$ cat src/rtl/sstr_pkg.sv
// ---------------------------------------------------------------------------
// sstr_pkg: shared types and constants for the substring search block
// Register indexes, default parameter values and the text item layout.
// ---------------------------------------------------------------------------
package sstr_pkg;

	// default sizes
	localparam int PATTERN_MAX_DEF = 16;
	localparam int TEXT_MAX_DEF    = 65535;

	// pattern bytes that the pattern registers can hold
	localparam int PATTERN_REG_BYTES = 16;

	// configuration port
	localparam int CFG_DATA_W  = 64;
	localparam int CFG_INDEX_W = 3;
	localparam int LENGTH_W    = 5;
	localparam int POSITION_W  = 16;

	typedef enum logic [CFG_INDEX_W-1:0] {
		REG_PATTERN_LOW    = 3'd0,
		REG_PATTERN_HIGH   = 3'd1,
		REG_PATTERN_LENGTH = 3'd2,
		REG_SEARCH_LAST    = 3'd3,
		REG_START_POSITION = 3'd4
	} cfg_reg_t;

	typedef logic [7:0] byte_t;

	// one text item as held in the input register
	typedef struct packed {
		byte_t data;
		logic  present;
		logic  last;
	} text_item_t;

endpackage

$ cat src/rtl/substring_search.sv
// ---------------------------------------------------------------------------
// substring_search: streaming first / last substring search
// Compares a window of recent text bytes with a configured pattern of up to
// 16 bytes and reports one result at the end of each text string.
// ---------------------------------------------------------------------------
// usage
//   input channel: one item per text byte (text_byte, byte_present,
//   end_of_text), accepted when in_valid is high and in_stall is low. an item
//   with end_of_text set closes the text; byte_present low lets an item close
//   a text without adding a byte (so an empty text is one such item).
//   output channel: one item (found, match_position, overflow) per closed
//   text, taken when out_valid is high and out_stall is low.
//   configuration: cfg_write with cfg_index / cfg_data, one register per
//   cycle, only while no text is in flight.
//   throughput: one item per cycle unless a waiting result is stalled. the
//   final item of a text is captured in the input register, then one
//   compare / update pass writes its result into the result register.
//   stall: when out_stall holds a waiting result, the whole two-stage path
//   holds and in_stall rises once the input register is occupied.
//   reset: arst_n clears the configuration registers, valid flags and
//   per-text state; the pattern is then empty, so a text reports found at
//   position 0.
// ---------------------------------------------------------------------------
module substring_search #(
	parameter int PATTERN_MAX = sstr_pkg::PATTERN_MAX_DEF,
	parameter int TEXT_MAX    = sstr_pkg::TEXT_MAX_DEF
) (
	input  logic                               clk,
	input  logic                               arst_n,
	// configuration
	input  logic                               cfg_write,
	input  logic [sstr_pkg::CFG_INDEX_W-1:0]   cfg_index,
	input  logic [sstr_pkg::CFG_DATA_W-1:0]    cfg_data,
	// text items
	input  logic                               in_valid,
	output logic                               in_stall,
	input  logic [7:0]                         text_byte,
	input  logic                               byte_present,
	input  logic                               end_of_text,
	// results
	output logic                               out_valid,
	input  logic                               out_stall,
	output logic                               found,
	output logic [sstr_pkg::POSITION_W-1:0]    match_position,
	output logic                               overflow
);

	// window depth: the usable pattern length
	localparam int WinDepth = (PATTERN_MAX < sstr_pkg::PATTERN_REG_BYTES) ?
		PATTERN_MAX : sstr_pkg::PATTERN_REG_BYTES;
	localparam int IdxW   = (WinDepth > 1) ? $clog2(WinDepth) : 1;
	localparam int CountW = $clog2(longint'(TEXT_MAX) + 64'd1);
	localparam int CmpW   = (CountW > sstr_pkg::POSITION_W) ? CountW : sstr_pkg::POSITION_W;
	localparam int LenW   = sstr_pkg::LENGTH_W;

	// configuration registers
	logic [63:0]                       pattern_low_q;
	logic [63:0]                       pattern_high_q;
	logic [LenW-1:0]                   pattern_length_q;
	logic                              search_last_q;
	logic [sstr_pkg::POSITION_W-1:0]   start_position_q;

	// input register
	logic                              valid_s1;
	sstr_pkg::text_item_t              item_s1;

	// per-text state
	sstr_pkg::byte_t                   window_q [WinDepth];
	logic [CountW-1:0]                 count_q;
	logic                              seen_q;
	logic [CountW-1:0]                 best_q;
	logic                              exceeded_q;

	// result register
	logic                              out_valid_q;
	logic                              found_q;
	logic [sstr_pkg::POSITION_W-1:0]   position_q;
	logic                              overflow_q;

	// datapath
	logic                              advance;
	logic [127:0]                      pattern;
	logic [LenW-1:0]                   plen;
	sstr_pkg::byte_t                   window_d [WinDepth];
	logic                              take_byte;
	logic                              full;
	logic [CountW-1:0]                 count_inc;
	logic                              window_match;
	logic [CmpW-1:0]                   count_ext;
	logic [CmpW-1:0]                   plen_ext;
	logic [CmpW-1:0]                   start_ext;
	logic [CmpW-1:0]                   pos_ext;
	logic [CmpW-1:0]                   best_ext;
	logic                              hit;
	logic                              seen_d;
	logic [CountW-1:0]                 best_d;
	logic                              exceeded_d;

	// ------------------------------------------------------------------
	// configuration writes; indexes past the list are ignored
	// ------------------------------------------------------------------
	always_ff @(posedge clk or negedge arst_n) begin
		if (!arst_n) begin
			pattern_low_q    <= '0;
			pattern_high_q   <= '0;
			pattern_length_q <= '0;
			search_last_q    <= 1'b0;
			start_position_q <= '0;
		end else if (cfg_write) begin
			case (cfg_index)
				sstr_pkg::REG_PATTERN_LOW:    pattern_low_q    <= cfg_data;
				sstr_pkg::REG_PATTERN_HIGH:   pattern_high_q   <= cfg_data;
				sstr_pkg::REG_PATTERN_LENGTH: pattern_length_q <= cfg_data[LenW-1:0];
				sstr_pkg::REG_SEARCH_LAST:    search_last_q    <= cfg_data[0];
				sstr_pkg::REG_START_POSITION: start_position_q <= cfg_data[sstr_pkg::POSITION_W-1:0];
				default: ;
			endcase
		end
	end

	// ------------------------------------------------------------------
	// handshake: both stages move together unless a result waits
	// ------------------------------------------------------------------
	assign advance  = !out_valid_q || !out_stall;
	assign in_stall = valid_s1 && !advance;

	always_ff @(posedge clk or negedge arst_n) begin
		if (!arst_n) begin
			valid_s1 <= 1'b0;
		end else if (in_valid && !in_stall) begin
			valid_s1 <= 1'b1;
		end else if (advance) begin
			valid_s1 <= 1'b0;
		end
	end

	always_ff @(posedge clk) begin
		if (in_valid && !in_stall) begin
			item_s1.data    <= text_byte;
			item_s1.present <= byte_present;
			item_s1.last    <= end_of_text;
		end
	end

	// ------------------------------------------------------------------
	// window compare and match bookkeeping for the item in stage 1
	// ------------------------------------------------------------------
	assign pattern = {pattern_high_q, pattern_low_q};

	// saturate the pattern length to the window depth
	assign plen = (pattern_length_q > LenW'(WinDepth)) ? LenW'(WinDepth) : pattern_length_q;

	// bytes past the text limit are dropped and flagged
	assign full      = (count_q >= CountW'(TEXT_MAX));
	assign take_byte = valid_s1 && item_s1.present && !full;
	assign count_inc = count_q + CountW'(1);

	// window after shifting in the new byte, newest at entry 0
	always_comb begin
		window_d[0] = item_s1.data;
		for (int k = 1; k < WinDepth; k++) begin
			window_d[k] = window_q[k-1];
		end
	end

	// pattern byte i lines up with window entry plen-1-i
	always_comb begin
		window_match = 1'b1;
		for (int i = 0; i < WinDepth; i++) begin
			if (LenW'(i) < plen) begin
				if (window_d[IdxW'(plen - LenW'(1) - LenW'(i))] != pattern[8*i +: 8]) begin
					window_match = 1'b0;
				end
			end
		end
	end

	assign count_ext = CmpW'(count_inc);
	assign plen_ext  = CmpW'(plen);
	assign start_ext = CmpW'(start_position_q);
	assign pos_ext   = count_ext - plen_ext;

	// last mode keeps the latest match ending at or before the limit;
	// first mode locks onto the earliest match at or after the start
	always_comb begin
		hit = 1'b0;
		if (take_byte && (plen != '0) && (count_ext >= plen_ext) && window_match) begin
			if (search_last_q) begin
				hit = (start_ext != '0) && (count_ext <= start_ext);
			end else begin
				hit = !seen_q && (pos_ext >= start_ext);
			end
		end
	end

	assign seen_d     = seen_q || hit;
	assign best_d     = hit ? pos_ext[CountW-1:0] : best_q;
	assign exceeded_d = exceeded_q || (valid_s1 && item_s1.present && full);
	assign best_ext   = CmpW'(best_d);

	always_ff @(posedge clk) begin
		if (advance && take_byte) begin
			for (int k = 0; k < WinDepth; k++) begin
				window_q[k] <= window_d[k];
			end
		end
	end

	// per-text state, cleared after the final item of a text
	always_ff @(posedge clk or negedge arst_n) begin
		if (!arst_n) begin
			count_q    <= '0;
			seen_q     <= 1'b0;
			best_q     <= '0;
			exceeded_q <= 1'b0;
		end else if (advance && valid_s1) begin
			if (item_s1.last) begin
				count_q    <= '0;
				seen_q     <= 1'b0;
				best_q     <= '0;
				exceeded_q <= 1'b0;
			end else begin
				if (take_byte) begin
					count_q <= count_inc;
				end
				seen_q     <= seen_d;
				best_q     <= best_d;
				exceeded_q <= exceeded_d;
			end
		end
	end

	// ------------------------------------------------------------------
	// result register
	// ------------------------------------------------------------------
	always_ff @(posedge clk or negedge arst_n) begin
		if (!arst_n) begin
			out_valid_q <= 1'b0;
		end else if (advance) begin
			out_valid_q <= valid_s1 && item_s1.last;
		end
	end

	always_ff @(posedge clk) begin
		if (advance && valid_s1 && item_s1.last) begin
			// an empty pattern always matches at the start
			if (plen == '0) begin
				found_q    <= 1'b1;
				position_q <= '0;
			end else if (seen_d) begin
				found_q    <= 1'b1;
				position_q <= best_ext[sstr_pkg::POSITION_W-1:0];
			end else begin
				found_q    <= 1'b0;
				position_q <= '0;
			end
			overflow_q <= exceeded_d;
		end
	end

	assign out_valid      = out_valid_q;
	assign found          = found_q;
	assign match_position = position_q;
	assign overflow       = overflow_q;

endmodule
$ cat config.mk
export PLATFORM = sky130hd
export DESIGN_NAME = substring_search
export DESIGN_NICKNAME = d
export VERILOG_FILES = /design/src/rtl/sstr_pkg.sv /design/src/rtl/substring_search.sv
export SDC_FILE = /design/constraint.sdc
export NUM_CORES = 1
export LEC_CHECK = 0
export ABC_AREA = 1
export BUFFER_PORTS_ARGS = -buffer_cell sky130_fd_sc_hd__buf_2
export CAP_MARGIN = 20
export CORE_MARGIN = 5
export CORE_UTILIZATION = 60
export CTS_CLUSTER_DIAMETER = 50
export CTS_CLUSTER_SIZE = 25
export DETAILED_ROUTE_END_ITERATION = 7
export GPL_ROUTABILITY_DRIVEN = 0
export PLACE_DENSITY = 0.78
export REMOVE_ABC_BUFFERS = 1
export SKIP_LAST_GASP = 1
export SYNTH_ARGS = -nofsm -noshare
export SYNTH_HDL_FRONTEND = slang
export SYNTH_SLANG_ARGS = --single-unit
$ cat constraint.sdc
create_clock -name clk -period 9.8 [get_ports clk]
set_input_delay 0.49 -clock clk [delete_from_list [all_inputs] [get_ports clk]]
set_output_delay 0.49 -clock clk [all_outputs]
set_load 0.005 [all_outputs]
# After elaboration in Yosys (flattened, before gate mapping)

Memories as Yosys holds them, arrays and structs flattened.
Index checks and enable logic that the tools add are counted.

Register bits after elaboration: 214
Bits in writable memories: 128
Input bits: 82
Output and inout port bits: 20
Logic and storage cells: 240
Memories kept: 1

Add/subtract/negate cells: 18
Order comparisons: 37
Equality and inequality tests: 20
Muxes and demuxes: 94
Bitwise operators: 17
Reduce and logical (&&, ||, !) cells: 36

Memories:

| name     | depth | bits a word | rd ports | clocked after memory_dff | write ports | RTL line               | text |
|---|---|---|---|---|---|---|---|
| window_q | 16    | 8           | 15       | 0                        | 16          | substring_search.sv:68 | `sstr_pkg::byte_t window_q [WinDepth];` |

Operators by type and width:

| kind                    | count |
|---|---|
| $bmux W8 S4             | 16 |
| $mux W8                 | 32 |
| $ne A8 B8 Y1            | 16 |
| $ge A5 B5 Y1 const B    | 16 |
| $not A4 Y5              | 16 |
| $mux W16                | 4 |
| $mux W1                 | 41 |
| $lt A4 B5 Y1 const A    | 8 |
| $sub A4 B4 Y4 const B   | 8 |
| $lt A3 B5 Y1 const A    | 4 |
| $add A16 B1 Y16 const B | 1 |
| $ge A16 B16 Y1          | 1 |
| $ge A16 B16 Y1 const B  | 1 |
| $ge A16 B5 Y1           | 1 |
| $le A16 B16 Y1          | 1 |
| $reduce_bool A16 Y1     | 1 |
| $sub A16 B5 Y16         | 1 |
| $sub A4 B3 Y4 const B   | 4 |
| $logic_and A1 B1 Y1     | 14 |
| $reduce_and A2 Y1       | 6 |
| $lt A1 B5 Y1 const A    | 2 |
| $lt A2 B5 Y1 const A    | 2 |
| $sub A4 B1 Y4 const B   | 2 |
| $sub A4 B2 Y4 const B   | 2 |
| other kinds (13)        | 22 |

# Depth between registers and ports, before layout

Depth in word-level cells: 45
Gate-level depth with buffers: 35
Gate-level depth less buffers: 32

# Worst setup path after synthesis

Ideal clock, no wire load.

Path kind: register to register
Start: register count_q[0]
End: register count_q[8]
Library setup time: 0.140 ns
Data arrival time: 7.153 ns
Data required time: 9.660 ns
Setup slack: 2.507 ns
Stages on the path, launching flop included: 12
Path buffers: 1
Clock period less this slack: 7.293 ns
Cells stage by stage: dfrtp_1 -> ha_1 -> nand3_1 -> or2_2 -> nor4_1 -> nor2_1 -> inv_1 -> nor2_1 -> inv_1 -> nand2_1 -> clkbuf_1 -> o22ai_1

Longest elaborated chain between the ends: 5
Elaborated cells between the ends (all ways): 8
Classes of those cells: add/sub (1); order compare (1); mux (2); reduce/logical (4)

RTL lines:

| element                             | RTL line                | text |
|---|---|---|
| start, declared                     | substring_search.sv:69  | `logic [CountW-1:0] count_q;` |
| start signal, assigned              | substring_search.sv:224 | `count_q <= count_inc;` |
| $ge A16 B16 Y1                      | substring_search.sv:154 | `assign full = (count_q >= CountW'(TEXT_MAX));` |
| $logic_not A1 Y1                    | substring_search.sv:155 | `assign take_byte = valid_s1 && item_s1.present && !full;` |
| $logic_and A1 B1 Y1                 | substring_search.sv:155 |  |
| $reduce_bool A2 Y1 (no source line) | --                      |  |
| $reduce_and A2 Y1 (no source line)  | --                      |  |

Parallel ways exist; a longest one is shown, timed or not. The select of a mux whose other input is x is not followed.
A chain may end at the register's enable or synchronous reset.

# Final worst setup path

Start: register pattern_length_q[4]
End: register position_q (netlist bit match_position[13]), data pin

Longest elaborated chain between the ends: 45
Elaborated cells between the ends (all ways): 161
Classes of those cells: add/sub (17); order compare (19); eq/ne (16); mux (84); bitwise (17); reduce/logical (8)

RTL lines:

| element                                                                | RTL line                | text |
|---|---|---|
| start, declared                                                        | substring_search.sv:59  | `logic [LenW-1:0] pattern_length_q;` |
| start signal, assigned                                                 | substring_search.sv:113 | `sstr_pkg::REG_PATTERN_LENGTH: pattern_length_q <= cfg_data[LenW-1:0];` |
| $gt A5 B5 Y1                                                           | substring_search.sv:151 | `assign plen = (pattern_length_q > LenW'(WinDepth)) ? LenW'(WinDepth) : pattern_length_q;` |
| $mux W5 (*)                                                            | substring_search.sv:151 |  |
| parallel branches: the longest is 43 deep, another holds $sub A4 B1 Y4 | --                      |  |
| end signal, assigned                                                   | substring_search.sv:252 | `position_q <= best_ext[sstr_pkg::POSITION_W-1:0];` |
| end, declared                                                          | substring_search.sv:77  | `logic [sstr_pkg::POSITION_W-1:0] position_q;` |

Every way passes the cells marked *. The select of a mux whose other input is x is not followed.

==> flow_summary_export.csv <==
group,metric,value,unit
critical_path,reg2reg_from,"pattern_length_q[4]",
cts,cts_tree,"done",
power,ir_drop,0.140,mV
cts,clockBufferDepth,3,
critical_path,crit_path_start_kind,"flop",
die,die_x,207,µm
synthesis,ys_seq_elements,334,
final_layout,mostFrequentLayoutCells,"nand2_1 (1376), nand3_1 (715), inv_1 (359)",
synthesis,yosysUniqueCellTypes,39,
synthesis,synth_edf_count,148,
final_layout,num_antenna_cells,0,
sta,setup_tns,0,ps
power,clkPwrFrac,0.221,
power,power-per-cell-area,263,nW/µm²
cts,cts_setup_buffers,0,
synthesis,synthCells,3486,
cts,hold_buffers,0,
final_layout,final_common_cell,"nand2_1",
sta,fin_crit_sh,0.701,
grt,antenna_found_initial,2,
die,start_util,0.604,
place,dp.cells,3973,
sta,worstMarginPinSlew,1160,ps
grt,grt_use_total,0.343,
sta,setup_viol,0,
grt,grt_remaining_overflow,0,
sta,final.setup_skew,37.6,ps
routing,first_pass_iters,8,
routing,vias_per_cell,5.96,
critical_path,cp.required,10220,ps
sta,period_needed,6870,ps
sta,hold_viol_final,0,
cts,insertion_delay,580,ps
routing,vias,24100,
routing,drt_wl_total,74400,µm
power,power_frac_seq,0.266,
critical_path,crit_top_cell,"nand2_1",
power,power.leakage,13.1,nW
synthesis,yosysWarnings,0,
final_layout,drive_gt1_frac,0.0644,
cts,clockRootBuffer,"clkbuf_16",
power,sw_frac_of_total,0.478,
worst_hold_path,hold-path-endpoint,"item_s1[0]",
critical_path,cp-end-kind,"flop",
grt,grt_pass1_wl,116000,µm
cts,cts-resized-gates,0,
synthesis,syn_area,23300,µm²
sta,slew_violations,0,
die,die_h,207,µm
cts,clk_transition_reported_paths,80,ps
routing,antenna_left,0,
worst_hold_path,min_path_cells,1,
synthesis,avgSynthCellArea,6.67,µm²
die,rows,72,
grt,grt_start_max_net_pins,117,
critical_path,reg2reg_depth,26,
synthesis,ys.flop_type,"dfrtp_1",
sta,rsz0062_at_grt,"false",
synthesis,async_flop_share,0.557,
sta,max_freq,146,MHz
place,hpwl,53500,µm
run_status,outcome,"finished, final reports clean",
final_layout,fin_cells,4042,
critical_path,worst-setup-path-type,"flop to flop",
place,portBuffers,101,
critical_path,r2r_end,"match_position[13]",
cts,cts_inserted_buffers,37,
critical_path,slowest_stage,"ha_1",
routing,avgRoutedWirePerCell,18.4,µm
die,ios,102,
final_layout,fin_nets,3624,
power,intPower,0.00346,W
critical_path,cp.arrival,7290,ps
cts,htreeDepth,2,
critical_path,regToRegSetupSlack,2930,ps
final_layout,fill_cells,3367,
critical_path,slowest_delay,820,ps
synthesis,synth-seq-area-share,0.391,
grt,grt_pass1_vias,22000,
routing,drc,0,
die,dieArea,42800,µm²
routing,dr.first_iter.drc_count,3187,
worst_hold_path,hp-class,"primary input to flop",
sta,relSlewSlack,0.224,
cts,numClockSinks,334,
die,coreArea,38500,µm²
power,combPwrFrac,0.513,
worst_hold_path,min_from,"end_of_text",
final_layout,area_growth,8.26,%
critical_path,cp_max_fo,74,
power,p_switching,0.00317,W
flow_run,drv_cap,0,
==> power by group through the flow <==
stage,Combinational [W],Sequential (W),Clock (W)
3_3_place_gp,0.00318,0.00177,0
2_1_floorplan,0.00241,0.00173,0
4_1_cts,0.00330,0.00176,0.00148
5_1_grt,0.00376,0.00177,0.00153
6_report,0.00340,0.00176,0.00146
3_5_place_dp,0.00328,0.00178,0
==> cells in the mapped netlist (8+ instances only) <==
cell type / instances / area share
nand3b_1: 46 / 0.015
nand4_1: 12 / 0.0032
xor2_1: 23 / 0.0087
inv_2: 8 / 0.0013
nand3_1: 715 / 0.15
inv_1: 359 / 0.058
o21ai_0: 189 / 0.041
nand2_2: 14 / 0.0038
nand2_1: 1379 / 0.22
buf_4: 12 / 0.0039
o21ai_1: 17 / 0.0037
edfxtp_1: 148 / 0.19
xnor2_1: 10 / 0.0038
a21oi_1: 29 / 0.0062
dfrtp_1: 186 / 0.20
nor2_1: 95 / 0.015
nor3_1: 13 / 0.0028
clkbuf_1: 55 / 0.0089
buf_1: 16 / 0.0026
o22ai_1: 13 / 0.0035
ha_1: 46 / 0.025
buf_2: 66 / 0.014
==> worst max-delay path by stage <==
stage | start | to | slack, ps | cells after the start
floorplan | pattern_length_q[0] | match_position[15] | 190 | 23
global placement | pattern_length_q[4] | match_position[8] | 3450 | 26
detailed placement | pattern_length_q[4] | match_position[11] | 3170 | 26
CTS | pattern_length_q[4] | match_position[5] | 3190 | 26
global route | pattern_length_q[4] | match_position[2] | 2530 | 26
finish | pattern_length_q[4] | match_position[13] | 2930 | 26
==> per-layer routing <==
metal,vias up,wire (µm),global-route usage
met5,-,21,0
met4,4,4730,0.190
met3,277,8470,0.0755
met2,1426,32600,0.531
met1,11000,28600,0.450
li1,11300,-,-
==> state kept, by name, indices dropped and copies added (netlist names), 10 cells and up <==
name	count
count_q	16
pattern_low_q	64
start_ext	16
best_q	16
match_position	16
window_q	120
pattern_high_q	64
item_s1	10
==> kinds of logic after synthesis <==
kind of cell             Yosys count  synth area share
XOR/XNOR                          33            0.0124
buffers and inverters            522            0.0911
flip-flops                       334             0.391
AND/OR/NAND/NOR                 2288             0.421
adder cells (fa/ha/maj)           47            0.0256
AO/OA/AOI/OAI                    262            0.0587
==> worst max-delay path: cells and delay by family (launching register included) <==
kind / cells / cell delay (ps)
adders and majority gates: 2 / 1140
DFF: 1 / 510
and+or+nand+nor: 20 / 3620
buffers and inverters: 4 / 1400
==> cell type report <==
type                    instances  area (µm²)  share of cell area
clock inverters                23         218             0.00865
repair buffers                123         687              0.0273
flip-flops and latches        334        9100               0.361
well taps                     518         648              0.0257
clock buffers                  45        1060              0.0421
multi-input cells            2630       12100               0.480
inverters                     369        1390              0.0550
==> through the flow <==
| stage | util | area [µm²] | hold slack [ps] | setup slack, ps | power (W) |
|---|---|---|---|---|---|
| global placement | 0.621 | 23900 | 431 | 3450 | 0.00495 |
| finish | 0.654 | 25200 | 84.0 | 2930 | 0.00662 |
| CTS | 0.654 | 25200 | 65.7 | 3190 | 0.00653 |
| detailed placement | 0.621 | 23900 | 438 | 3170 | 0.00506 |
| global route | 0.654 | 25200 | 76.8 | 2530 | 0.00707 |
| floorplan | - | 22500 | 194 | 193 | 0.00414 |
(Power assumes the default switching activity.)
